[src/rtl/core/trr_pkg.sv]
`default_nettype none

package trr_pkg;

  // Signed width of a pixel coordinate; the tile origin never exceeds 2047.
  localparam int PXW     = 12;
  localparam int PIX_W   = 11;
  localparam int WGT_W   = 26;
  localparam int TIDX_W  = 8;
  localparam int NUM_EDG = 3;

  // Width of a coordinate difference, wide enough for pixel minus vertex.
  function automatic int diff_w(input int cb);
    return ((cb > PXW) ? cb : PXW) + 1;
  endfunction

  // Accumulator width: exact edge value, never narrower than the output weight.
  function automatic int acc_w(input int cb);
    return ((2 * diff_w(cb) + 1) > WGT_W) ? (2 * diff_w(cb) + 1) : WGT_W;
  endfunction

  // Bits of one triangle setup record handed from the front to the back.
  function automatic int setup_w(input int cb);
    return NUM_EDG * acc_w(cb) + 2 * NUM_EDG * diff_w(cb) + 4 * cb + 2 * PXW;
  endfunction

  // Edge e runs from vertex edge_a(e) to vertex edge_b(e).
  function automatic int edge_a(input int e);
    return (e == 2) ? 0 : e + 1;
  endfunction

  function automatic int edge_b(input int e);
    return (e == 0) ? 2 : e - 1;
  endfunction

endpackage

`default_nettype wire

[src/rtl/core/trr_fifo.sv]
`default_nettype none

module trr_fifo import trr_pkg::*; #(
  parameter int WIDTH = 8,
  parameter int DEPTH = 2
) (
  input  wire logic             clk_i,
  input  wire logic             rst_ni,
  input  wire logic             push_i,
  input  wire logic [WIDTH-1:0] wdata_i,
  output logic                  full_o,
  input  wire logic             pop_i,
  output logic                  valid_o,
  output logic [WIDTH-1:0]      rdata_o
);

  localparam int PTR_W = (DEPTH > 1) ? $clog2(DEPTH) : 1;
  localparam int CNT_W = $clog2(DEPTH + 1);

  logic [WIDTH-1:0] mem_q [DEPTH];
  logic [PTR_W-1:0] wr_ptr_q, wr_ptr_d;
  logic [PTR_W-1:0] rd_ptr_q, rd_ptr_d;
  logic [CNT_W-1:0] count_q, count_d;

  assign full_o  = (count_q == CNT_W'(DEPTH));
  assign valid_o = (count_q != '0);
  assign rdata_o = mem_q[rd_ptr_q];

  always_comb begin
    wr_ptr_d = wr_ptr_q;
    rd_ptr_d = rd_ptr_q;
    count_d  = count_q;
    if (push_i) begin
      wr_ptr_d = (wr_ptr_q == PTR_W'(DEPTH - 1)) ? '0 : wr_ptr_q + 1'b1;
    end
    if (pop_i) begin
      rd_ptr_d = (rd_ptr_q == PTR_W'(DEPTH - 1)) ? '0 : rd_ptr_q + 1'b1;
    end
    if (push_i && !pop_i) begin
      count_d = count_q + 1'b1;
    end else if (pop_i && !push_i) begin
      count_d = count_q - 1'b1;
    end
  end

  always_ff @(posedge clk_i or negedge rst_ni) begin
    if (!rst_ni) begin
      wr_ptr_q <= '0;
      rd_ptr_q <= '0;
      count_q  <= '0;
    end else begin
      wr_ptr_q <= wr_ptr_d;
      rd_ptr_q <= rd_ptr_d;
      count_q  <= count_d;
    end
  end

  always_ff @(posedge clk_i) begin
    if (push_i) begin
      mem_q[wr_ptr_q] <= wdata_i;
    end
  end

`ifndef ASSERT_OFF
  a_no_overflow: assert property (@(posedge clk_i) disable iff (!rst_ni)
    push_i |-> !full_o)
    else $error("setup queue written while full");
  a_no_underflow: assert property (@(posedge clk_i) disable iff (!rst_ni)
    pop_i |-> valid_o)
    else $error("setup queue read while empty");
  a_count_range: assert property (@(posedge clk_i) disable iff (!rst_ni)
    count_q <= CNT_W'(DEPTH))
    else $error("setup queue count out of range");
`endif

endmodule

`default_nettype wire

[src/rtl/core/trr_front.sv]
`default_nettype none

module trr_front import trr_pkg::*; #(
  parameter  int COORD_BITS = 12,
  parameter  int TILE_SIZE  = 8,
  localparam int SW         = setup_w(COORD_BITS)
) (
  input  wire logic                         clk_i,
  input  wire logic                         rst_ni,
  input  wire logic                         in_valid_i,
  output logic                              in_stall_o,
  input  wire logic signed [COORD_BITS-1:0] vertex0_x_i,
  input  wire logic signed [COORD_BITS-1:0] vertex0_y_i,
  input  wire logic signed [COORD_BITS-1:0] vertex1_x_i,
  input  wire logic signed [COORD_BITS-1:0] vertex1_y_i,
  input  wire logic signed [COORD_BITS-1:0] vertex2_x_i,
  input  wire logic signed [COORD_BITS-1:0] vertex2_y_i,
  input  wire logic [TIDX_W-1:0]            tile_col_i,
  input  wire logic [TIDX_W-1:0]            tile_row_i,
  output logic                              push_o,
  output logic [SW-1:0]                     setup_o,
  input  wire logic                         full_i
);

  localparam int CW  = COORD_BITS;
  localparam int DW  = diff_w(COORD_BITS);
  localparam int AW  = acc_w(COORD_BITS);
  localparam int PRW = 2 * DW;

  typedef struct packed {
    logic [NUM_EDG-1:0][AW-1:0] w_init;
    logic [NUM_EDG-1:0][DW-1:0] step_x;
    logic [NUM_EDG-1:0][DW-1:0] step_y;
    logic [CW-1:0]              lo_x;
    logic [CW-1:0]              hi_x;
    logic [CW-1:0]              lo_y;
    logic [CW-1:0]              hi_y;
    logic [PXW-1:0]             base_x;
    logic [PXW-1:0]             base_y;
  } setup_t;

  // Stage 1: captured triangle.
  logic                  s1_vld_q;
  logic signed [CW-1:0]  vx_q [NUM_EDG];
  logic signed [CW-1:0]  vy_q [NUM_EDG];
  logic [TIDX_W-1:0]     tcol_q;
  logic [TIDX_W-1:0]     trow_q;

  // Stage 2: edge deltas, origin offsets, bounding box.
  logic                  s2_vld_q;
  logic signed [DW-1:0]  ex_q  [NUM_EDG];
  logic signed [DW-1:0]  ey_q  [NUM_EDG];
  logic signed [DW-1:0]  pxa_q [NUM_EDG];
  logic signed [DW-1:0]  pya_q [NUM_EDG];
  logic signed [CW-1:0]  lo_x_q, hi_x_q, lo_y_q, hi_y_q;
  logic signed [PXW-1:0] base_x_q, base_y_q;

  // Stage 3: edge function products at the tile origin.
  logic                  s3_vld_q;
  logic signed [PRW-1:0] m1_q [NUM_EDG];
  logic signed [PRW-1:0] m2_q [NUM_EDG];
  logic signed [DW-1:0]  ex3_q [NUM_EDG];
  logic signed [DW-1:0]  ey3_q [NUM_EDG];
  logic signed [CW-1:0]  lo_x3_q, hi_x3_q, lo_y3_q, hi_y3_q;
  logic signed [PXW-1:0] base_x3_q, base_y3_q;

  logic                  accept, adv2;
  logic signed [PXW-1:0] base_x_c, base_y_c;
  logic signed [CW-1:0]  lo_x_c, hi_x_c, lo_y_c, hi_y_c;
  logic signed [DW-1:0]  ex_c  [NUM_EDG];
  logic signed [DW-1:0]  ey_c  [NUM_EDG];
  logic signed [DW-1:0]  pxa_c [NUM_EDG];
  logic signed [DW-1:0]  pya_c [NUM_EDG];
  setup_t                setup;

  // A setup stage moves on when the one after it is empty or moving too; stage 3 needs a non-full queue.
  assign push_o     = s3_vld_q && !full_i;
  assign adv2       = s2_vld_q && (!s3_vld_q || push_o);
  assign in_stall_o = s1_vld_q && s2_vld_q && !adv2;
  assign accept     = in_valid_i && !in_stall_o;

  always_comb begin
    base_x_c = PXW'(int'(tcol_q) * TILE_SIZE);
    base_y_c = PXW'(int'(trow_q) * TILE_SIZE);
    lo_x_c = vx_q[0];
    hi_x_c = vx_q[0];
    lo_y_c = vy_q[0];
    hi_y_c = vy_q[0];
    for (int v = 1; v < NUM_EDG; v++) begin
      if (vx_q[v] < lo_x_c) lo_x_c = vx_q[v];
      if (vx_q[v] > hi_x_c) hi_x_c = vx_q[v];
      if (vy_q[v] < lo_y_c) lo_y_c = vy_q[v];
      if (vy_q[v] > hi_y_c) hi_y_c = vy_q[v];
    end
    for (int e = 0; e < NUM_EDG; e++) begin
      ex_c[e]  = DW'(vx_q[edge_b(e)]) - DW'(vx_q[edge_a(e)]);
      ey_c[e]  = DW'(vy_q[edge_b(e)]) - DW'(vy_q[edge_a(e)]);
      pxa_c[e] = DW'(base_x_c) - DW'(vx_q[edge_a(e)]);
      pya_c[e] = DW'(base_y_c) - DW'(vy_q[edge_a(e)]);
    end
  end

  // Moving one pixel right adds -dy to an edge value, one row down adds dx.
  always_comb begin
    for (int e = 0; e < NUM_EDG; e++) begin
      setup.w_init[e] = AW'(m1_q[e]) - AW'(m2_q[e]);
      setup.step_x[e] = -ey3_q[e];
      setup.step_y[e] = ex3_q[e];
    end
    setup.lo_x   = lo_x3_q;
    setup.hi_x   = hi_x3_q;
    setup.lo_y   = lo_y3_q;
    setup.hi_y   = hi_y3_q;
    setup.base_x = base_x3_q;
    setup.base_y = base_y3_q;
  end

  assign setup_o = setup;

  always_ff @(posedge clk_i or negedge rst_ni) begin
    if (!rst_ni) begin
      s1_vld_q <= 1'b0;
      s2_vld_q <= 1'b0;
      s3_vld_q <= 1'b0;
    end else begin
      if (accept) begin
        s1_vld_q <= 1'b1;
      end else if (s1_vld_q && !in_stall_o) begin
        s1_vld_q <= 1'b0;
      end
      if (s1_vld_q && !in_stall_o) begin
        s2_vld_q <= 1'b1;
      end else if (adv2) begin
        s2_vld_q <= 1'b0;
      end
      if (adv2) begin
        s3_vld_q <= 1'b1;
      end else if (push_o) begin
        s3_vld_q <= 1'b0;
      end
    end
  end

  always_ff @(posedge clk_i) begin
    if (accept) begin
      vx_q[0] <= vertex0_x_i;
      vy_q[0] <= vertex0_y_i;
      vx_q[1] <= vertex1_x_i;
      vy_q[1] <= vertex1_y_i;
      vx_q[2] <= vertex2_x_i;
      vy_q[2] <= vertex2_y_i;
      tcol_q  <= tile_col_i;
      trow_q  <= tile_row_i;
    end
    if (s1_vld_q && !in_stall_o) begin
      for (int e = 0; e < NUM_EDG; e++) begin
        ex_q[e]  <= ex_c[e];
        ey_q[e]  <= ey_c[e];
        pxa_q[e] <= pxa_c[e];
        pya_q[e] <= pya_c[e];
      end
      lo_x_q   <= lo_x_c;
      hi_x_q   <= hi_x_c;
      lo_y_q   <= lo_y_c;
      hi_y_q   <= hi_y_c;
      base_x_q <= base_x_c;
      base_y_q <= base_y_c;
    end
    if (adv2) begin
      for (int e = 0; e < NUM_EDG; e++) begin
        m1_q[e]  <= PRW'(ex_q[e]) * PRW'(pya_q[e]);
        m2_q[e]  <= PRW'(ey_q[e]) * PRW'(pxa_q[e]);
        ex3_q[e] <= ex_q[e];
        ey3_q[e] <= ey_q[e];
      end
      lo_x3_q   <= lo_x_q;
      hi_x3_q   <= hi_x_q;
      lo_y3_q   <= lo_y_q;
      hi_y3_q   <= hi_y_q;
      base_x3_q <= base_x_q;
      base_y3_q <= base_y_q;
    end
  end

endmodule

`default_nettype wire

[src/rtl/core/trr_back.sv]
`default_nettype none

module trr_back import trr_pkg::*; #(
  parameter  int COORD_BITS = 12,
  parameter  int TILE_SIZE  = 8,
  localparam int SW         = setup_w(COORD_BITS)
) (
  input  wire logic               clk_i,
  input  wire logic               rst_ni,
  input  wire logic               q_valid_i,
  input  wire logic [SW-1:0]      q_data_i,
  output logic                    pop_o,
  output logic                    out_valid_o,
  input  wire logic               out_stall_i,
  output logic [PIX_W-1:0]        pixel_x_o,
  output logic [PIX_W-1:0]        pixel_y_o,
  output logic                    covered_o,
  output logic signed [WGT_W-1:0] weight0_o,
  output logic signed [WGT_W-1:0] weight1_o,
  output logic signed [WGT_W-1:0] weight2_o,
  output logic                    last_o
);

  localparam int CW    = COORD_BITS;
  localparam int DW    = diff_w(COORD_BITS);
  localparam int AW    = acc_w(COORD_BITS);
  localparam int CNT_W = $clog2(TILE_SIZE);

  typedef struct packed {
    logic [NUM_EDG-1:0][AW-1:0] w_init;
    logic [NUM_EDG-1:0][DW-1:0] step_x;
    logic [NUM_EDG-1:0][DW-1:0] step_y;
    logic [CW-1:0]              lo_x;
    logic [CW-1:0]              hi_x;
    logic [CW-1:0]              lo_y;
    logic [CW-1:0]              hi_y;
    logic [PXW-1:0]             base_x;
    logic [PXW-1:0]             base_y;
  } setup_t;

  setup_t              cur_q;
  setup_t              nxt;
  logic                busy_q;
  logic [CNT_W-1:0]    col_q, row_q;
  logic signed [AW-1:0] w_q   [NUM_EDG];
  logic signed [AW-1:0] wrow_q [NUM_EDG];

  logic                out_valid_q;
  logic [PIX_W-1:0]    pix_x_q, pix_y_q;
  logic                cov_q, last_q;
  logic [WGT_W-1:0]    wout_q [NUM_EDG];

  logic                out_adv, step, col_last, row_last, end_item;
  logic [PXW-1:0]      px_c, py_c;
  logic                in_box, cov_c;

  assign nxt      = setup_t'(q_data_i);
  assign out_adv  = !out_valid_q || !out_stall_i;
  assign step     = busy_q && out_adv;
  assign col_last = (col_q == CNT_W'(TILE_SIZE - 1));
  assign row_last = (row_q == CNT_W'(TILE_SIZE - 1));
  assign end_item = step && col_last && row_last;
  assign pop_o    = q_valid_i && (!busy_q || end_item);

  always_comb begin
    px_c   = cur_q.base_x + PXW'(col_q);
    py_c   = cur_q.base_y + PXW'(row_q);
    in_box = ($signed({1'b0, px_c}) >= $signed(cur_q.lo_x)) &&
             ($signed({1'b0, px_c}) <= $signed(cur_q.hi_x)) &&
             ($signed({1'b0, py_c}) >= $signed(cur_q.lo_y)) &&
             ($signed({1'b0, py_c}) <= $signed(cur_q.hi_y));
    cov_c  = in_box;
    for (int e = 0; e < NUM_EDG; e++) begin
      if (w_q[e][AW-1]) cov_c = 1'b0;
    end
  end

  always_ff @(posedge clk_i or negedge rst_ni) begin
    if (!rst_ni) begin
      busy_q      <= 1'b0;
      col_q       <= '0;
      row_q       <= '0;
      out_valid_q <= 1'b0;
    end else begin
      if (out_adv) begin
        out_valid_q <= busy_q;
      end
      if (pop_o) begin
        busy_q <= 1'b1;
        col_q  <= '0;
        row_q  <= '0;
      end else if (step) begin
        if (col_last) begin
          col_q <= '0;
          if (row_last) begin
            row_q  <= '0;
            busy_q <= 1'b0;
          end else begin
            row_q <= row_q + 1'b1;
          end
        end else begin
          col_q <= col_q + 1'b1;
        end
      end
    end
  end

  // Edge values walk incrementally: across a row by step_x, row to row by step_y.
  always_ff @(posedge clk_i) begin
    if (pop_o) begin
      cur_q <= nxt;
      for (int e = 0; e < NUM_EDG; e++) begin
        w_q[e]    <= $signed(nxt.w_init[e]);
        wrow_q[e] <= $signed(nxt.w_init[e]);
      end
    end else if (step) begin
      for (int e = 0; e < NUM_EDG; e++) begin
        if (col_last) begin
          w_q[e]    <= wrow_q[e] + AW'($signed(cur_q.step_y[e]));
          wrow_q[e] <= wrow_q[e] + AW'($signed(cur_q.step_y[e]));
        end else begin
          w_q[e] <= w_q[e] + AW'($signed(cur_q.step_x[e]));
        end
      end
    end
    if (step) begin
      pix_x_q <= px_c[PIX_W-1:0];
      pix_y_q <= py_c[PIX_W-1:0];
      cov_q   <= cov_c;
      last_q  <= col_last && row_last;
      for (int e = 0; e < NUM_EDG; e++) begin
        wout_q[e] <= w_q[e][WGT_W-1:0];
      end
    end
  end

  assign out_valid_o = out_valid_q;
  assign pixel_x_o   = pix_x_q;
  assign pixel_y_o   = pix_y_q;
  assign covered_o   = cov_q;
  assign weight0_o   = wout_q[0];
  assign weight1_o   = wout_q[1];
  assign weight2_o   = wout_q[2];
  assign last_o      = last_q;

`ifndef ASSERT_OFF
  a_last_on_end: assert property (@(posedge clk_i) disable iff (!rst_ni)
    end_item |=> out_valid_o && last_o)
    else $error("final pixel of a tile not flagged as last");
  a_idle_rewound: assert property (@(posedge clk_i) disable iff (!rst_ni)
    !busy_q |-> (col_q == '0) && (row_q == '0))
    else $error("pixel counters not rewound while idle");
  a_mid_tile_busy: assert property (@(posedge clk_i) disable iff (!rst_ni)
    step && !end_item |=> busy_q)
    else $error("tile walk stopped before its last pixel");
`endif

endmodule

`default_nettype wire

[src/rtl/core/triangle_tile_rasterizer.sv]
// Channel  | Direction | Handshake                  | Payload
// ---------+-----------+----------------------------+----------------------------------------
// in       | input     | in_valid_i / in_stall_o    | vertex{0,1,2}_{x,y}_i, tile_col_i/_row_i
// out      | output    | out_valid_o / out_stall_i  | pixel_x/y_o, covered_o, weight0..2_o, last_o
//
// Each triangle yields TILE_SIZE*TILE_SIZE results from the pixel walker, one per cycle
// unless the output stalls.
// The three-stage setup pipeline and a two-entry setup queue let new triangles be
// taken while the walker is busy; each passes the setup stages, the queue and the walker's output register.
// Reset clears all valid flags and counters at once; there is no clearing pass.
// A stall on the output freezes the walker; input stalls only when setup and queue are full.
`default_nettype none

module triangle_tile_rasterizer import trr_pkg::*; #(
  parameter int TILE_SIZE  = 8,
  parameter int COORD_BITS = 12
) (
  input  wire logic                         clk_i,
  input  wire logic                         rst_ni,
  input  wire logic                         in_valid_i,
  output logic                              in_stall_o,
  input  wire logic signed [COORD_BITS-1:0] vertex0_x_i,
  input  wire logic signed [COORD_BITS-1:0] vertex0_y_i,
  input  wire logic signed [COORD_BITS-1:0] vertex1_x_i,
  input  wire logic signed [COORD_BITS-1:0] vertex1_y_i,
  input  wire logic signed [COORD_BITS-1:0] vertex2_x_i,
  input  wire logic signed [COORD_BITS-1:0] vertex2_y_i,
  input  wire logic [TIDX_W-1:0]            tile_col_i,
  input  wire logic [TIDX_W-1:0]            tile_row_i,
  output logic                              out_valid_o,
  input  wire logic                         out_stall_i,
  output logic [PIX_W-1:0]                  pixel_x_o,
  output logic [PIX_W-1:0]                  pixel_y_o,
  output logic                              covered_o,
  output logic signed [WGT_W-1:0]           weight0_o,
  output logic signed [WGT_W-1:0]           weight1_o,
  output logic signed [WGT_W-1:0]           weight2_o,
  output logic                              last_o
);

  localparam int SW = setup_w(COORD_BITS);

  logic          push, full, pop, q_valid;
  logic [SW-1:0] setup_in, setup_out;

  trr_front #(
    .COORD_BITS(COORD_BITS),
    .TILE_SIZE (TILE_SIZE)
  ) u_front (
    .clk_i      (clk_i),
    .rst_ni     (rst_ni),
    .in_valid_i (in_valid_i),
    .in_stall_o (in_stall_o),
    .vertex0_x_i(vertex0_x_i),
    .vertex0_y_i(vertex0_y_i),
    .vertex1_x_i(vertex1_x_i),
    .vertex1_y_i(vertex1_y_i),
    .vertex2_x_i(vertex2_x_i),
    .vertex2_y_i(vertex2_y_i),
    .tile_col_i (tile_col_i),
    .tile_row_i (tile_row_i),
    .push_o     (push),
    .setup_o    (setup_in),
    .full_i     (full)
  );

  trr_fifo #(
    .WIDTH(SW),
    .DEPTH(2)
  ) u_fifo (
    .clk_i  (clk_i),
    .rst_ni (rst_ni),
    .push_i (push),
    .wdata_i(setup_in),
    .full_o (full),
    .pop_i  (pop),
    .valid_o(q_valid),
    .rdata_o(setup_out)
  );

  trr_back #(
    .COORD_BITS(COORD_BITS),
    .TILE_SIZE (TILE_SIZE)
  ) u_back (
    .clk_i      (clk_i),
    .rst_ni     (rst_ni),
    .q_valid_i  (q_valid),
    .q_data_i   (setup_out),
    .pop_o      (pop),
    .out_valid_o(out_valid_o),
    .out_stall_i(out_stall_i),
    .pixel_x_o  (pixel_x_o),
    .pixel_y_o  (pixel_y_o),
    .covered_o  (covered_o),
    .weight0_o  (weight0_o),
    .weight1_o  (weight1_o),
    .weight2_o  (weight2_o),
    .last_o     (last_o)
  );

endmodule

`default_nettype wire
[config.mk]
export PLATFORM = sky130hd
export DESIGN_NAME = triangle_tile_rasterizer
export DESIGN_NICKNAME = d
export VERILOG_FILES = /design/src/rtl/core/trr_pkg.sv /design/src/rtl/core/trr_fifo.sv /design/src/rtl/core/trr_front.sv /design/src/rtl/core/trr_back.sv /design/src/rtl/core/triangle_tile_rasterizer.sv
export SDC_FILE = /design/constraint.sdc
export NUM_CORES = 2
export LEC_CHECK = 0
export ABC_AREA = 1
export BUFFER_PORTS_ARGS = -buffer_cell sky130_fd_sc_hd__buf_2
export CORE_MARGIN = 3
export CORE_UTILIZATION = 50
export DETAILED_ROUTE_END_ITERATION = 10
export HOLD_SLACK_MARGIN = 0.1
export PLACE_DENSITY_LB_ADDON = 0.12
export SYNTH_ARGS = -nofsm -noshare
export SYNTH_HDL_FRONTEND = slang
export SYNTH_HIERARCHICAL = 1
export SYNTH_SLANG_ARGS = --single-unit
[constraint.sdc]
create_clock -name clk_i -period 19.7 [get_ports clk_i]
set_input_delay 0.985 -clock clk_i [delete_from_list [all_inputs] [get_ports clk_i]]
set_output_delay 0.985 -clock clk_i [all_outputs]
set_load 0.05 [all_outputs]
==> reports/metrics.cfg <==
[sta]
worst_hold_slack_ps=320.0
hold_viol=0
relSlewSlack=0.1874
rsz0062_at_grt=false
fmax_ghz=0.1607
tightest_slew_ps=1215
min_period_ps=6224
post-route-period-util=0.3160
fin_skew_ps=48.54
setup_viol=0
final.setup.tns_ps=0
finalMaxSlewViolations=0

[synthesis]
syn-cell-area_um2=114800
synth_compound_area_frac=0.05219
yosys.area_share.simple=0.1321
muxShareOfSynthArea=0.02856
yosysWarnings=6
synth_ff_type=edfxtp_1
synth_area_leaders=edfxtp_1 (39%), fa_1 (17%), ha_1 (9.6%), nand2_1 (8.5%), inv_1 (8.0%)
synthXorXnorAreaFrac=0.03726
ys_seq_area_frac=0.3911
yosysTopAreaCellShare=0.3878
synth-edff-count=1482
synth_top_family_by_area=adder cells
synthAdderAreaFrac=0.2680
yosys.area.top_type=edfxtp_1
synth_cell_type_count=66
synth_cells=11570
synth-seq-cells=1497
avgSynthCellArea_um2=9.918
synthArstFlopShare=0.01002

[grt]
grt_max_degree=129
grt_first_pass_wirelength_um=482600
antenna_found_initial=9
grt.overflow.total=0
grt_pass1_vias=80760
grt_usage=0.2688

[setup_path]
worst_path_max_delay_cell=edfxtp_1
arrival_ps=6760
cp_max_fo=14
required_ps=20240
crit_type=reg2reg
start_kind=flip-flop
max_stage_delay_ps=870
worstPathCellList=nand2_1 -> fa_1 -> fa_1 -> fa_1 -> inv_1 -> fa_1 -> fa_1 -> ha_1 -> ha_1 -> a21oi_1 -> o21ai_0 -> a21oi_1 -> inv_1 -> a21oi_1 -> o21ai_0 -> a31oi_1 -> o21ai_0 -> xor2_1
endpoint_kind=flip-flop
cp_common_cell=fa_1

[routing]
wl_per_cell_um=21.03
drc=0
firstDrtPassIters=9
vias=78960
drt-vias-per-instance=5.304
final_antenna_net_count=0
drt_iter0_drc=6711
finalWirelength_um=313100

[clock_network]
clock_path_buffers=3
cts_tree=built
postCtsSetupBuffers=0
clock_latency_ps=850
cts.sinks=1497
cts-htree-levels=4
cts.clk_slew.worst_paths_ps=60
clockRootBuffer=clkbuf_16
cts_buffers=173

[floorplanning]
fp.dieW_um=485.1
die-area_um2=235300
io_pins=196
die_y_um=485.1
rows=175
start_util=0.5039
core_area_um2=227700

[placed_design]
gp_congestion=0.9387
port_buffers=195
hpwl_um=246900

[status]
status=finished clean

[min_path]
hold_class=in2reg

[layout]
final_nets=13690
nFillCells=20130
areaGrowthSynthToFinish_pct=8.583
mostFrequentLayoutCells=nand2_1 (2,611), inv_1 (2,430), edfxtp_1 (1,482)
post_route_cells_drive_above_1_share=0.06981
layout_commonest_cell=nand2_1

[job]
drv_cap=0

[cells by family after synthesis]
logic type,after synthesis
muxes,231
buffers and inverters,2695
adders and majority gates,1865
AOI/OAI and AO/OA,1068
DFF,1497
other,1
and+or+nand+nor,3727
xor gates and xnor gates,486
[layer usage]
layer / wire, µm / track usage
met1: 142500 / 0.3881
met2: 141000 / 0.4222
met3: 19710 / 0.03719
met4: 9859 / 0.08322
met5: 40 / 0
[through the flow]
step,utilization,worst slack [ps],instances,instance area [µm²]
floorplan,-,3817,11580,114800
global placement,0.5212,13630,14570,118700
detailed placement,0.5212,13480,14570,118700
CTS,0.5471,13490,14880,124600
global route,0.5472,13110,14890,124600
finish,0.5472,13480,14890,124600
[registers in the layout, indices dropped and copies added (netlist names), 78 cells and up]
signal         cells
u_back/wout_q     78
u_back/cur_q     150
u_back/wrow_q     81
u_front/m2_q      78
u_back/w_q        81
u_front/m1_q      78
u_fifo/mem_q     462
[area by class of cell]
type | count | area, µm² | share of cell area
inverter | 2437 | 9166 | 0.07356
sequential | 1497 | 44880 | 0.3602
antenna | 4 | 10.01 | 0.00008033
clock buffer | 209 | 4527 | 0.03633
multi-input combinational | 7385 | 59550 | 0.4779
timing repair buffer | 238 | 1339 | 0.01074
clock inverter | 109 | 1369 | 0.01099
tap | 3009 | 3765 | 0.03021
[what timing repair did]
action                                 CTS  global route
setup endpoints to repair                0             0
hold buffers                             1             0
endpoints found under the hold margin    5             0
gates resized for setup                  0             0
[critical path: cells and delay by family, from the launching register on]
family          cells  cell delay (ps)
fa+ha+maj           7             3210
compound gates      7             1390
flops               1              870
simple gates        1              180
xor+xnor            1              170
buf+inv             2              120
[cell usage after synthesis (all sizes together), types with 9 or more instances]
master  count
nor3       57
o21bai     45
and2       16
o21a       38
or2        30
nand2    2629
dfrtp      15
a31oi      28
a21boi      9
xor2      286
fa        989
a211oi     12
edfxtp   1482
nand3b     20
inv      2436
nor2      433
nand3     432
buf        76
o21ai     344
a21oi     511
clkbuf    182
mux2      231
nand4      93
o211ai     24
nor4       14
xnor2     200
a21o       23
ha        876
[path summary, 6_finish.rpt]
kind | depth (start not counted) | slack [ps] | endpoint | from
max | 18 | 13480 | u_front/m2_q[0][74] | u_front/ey_q[0][33]
min | 1 | 320 | u_front/trow_q[2] | tile_row_i[2]
max reg2reg | 18 | 13480 | u_front/m2_q[0][74] | u_front/ey_q[0][33]
min reg2reg | 0 | 420 | u_front/lo_x3_q[1] | u_front/lo_x_q[1]
max in group asynchronous | 2 | 18520 | u_fifo/rd_ptr_q | rst_ni
min in group asynchronous | 2 | 700 | u_back/out_valid_o | rst_ni
Power is not shown: default switching activity piles up to over one toggle a cycle in this logic, so the estimate is an artifact.
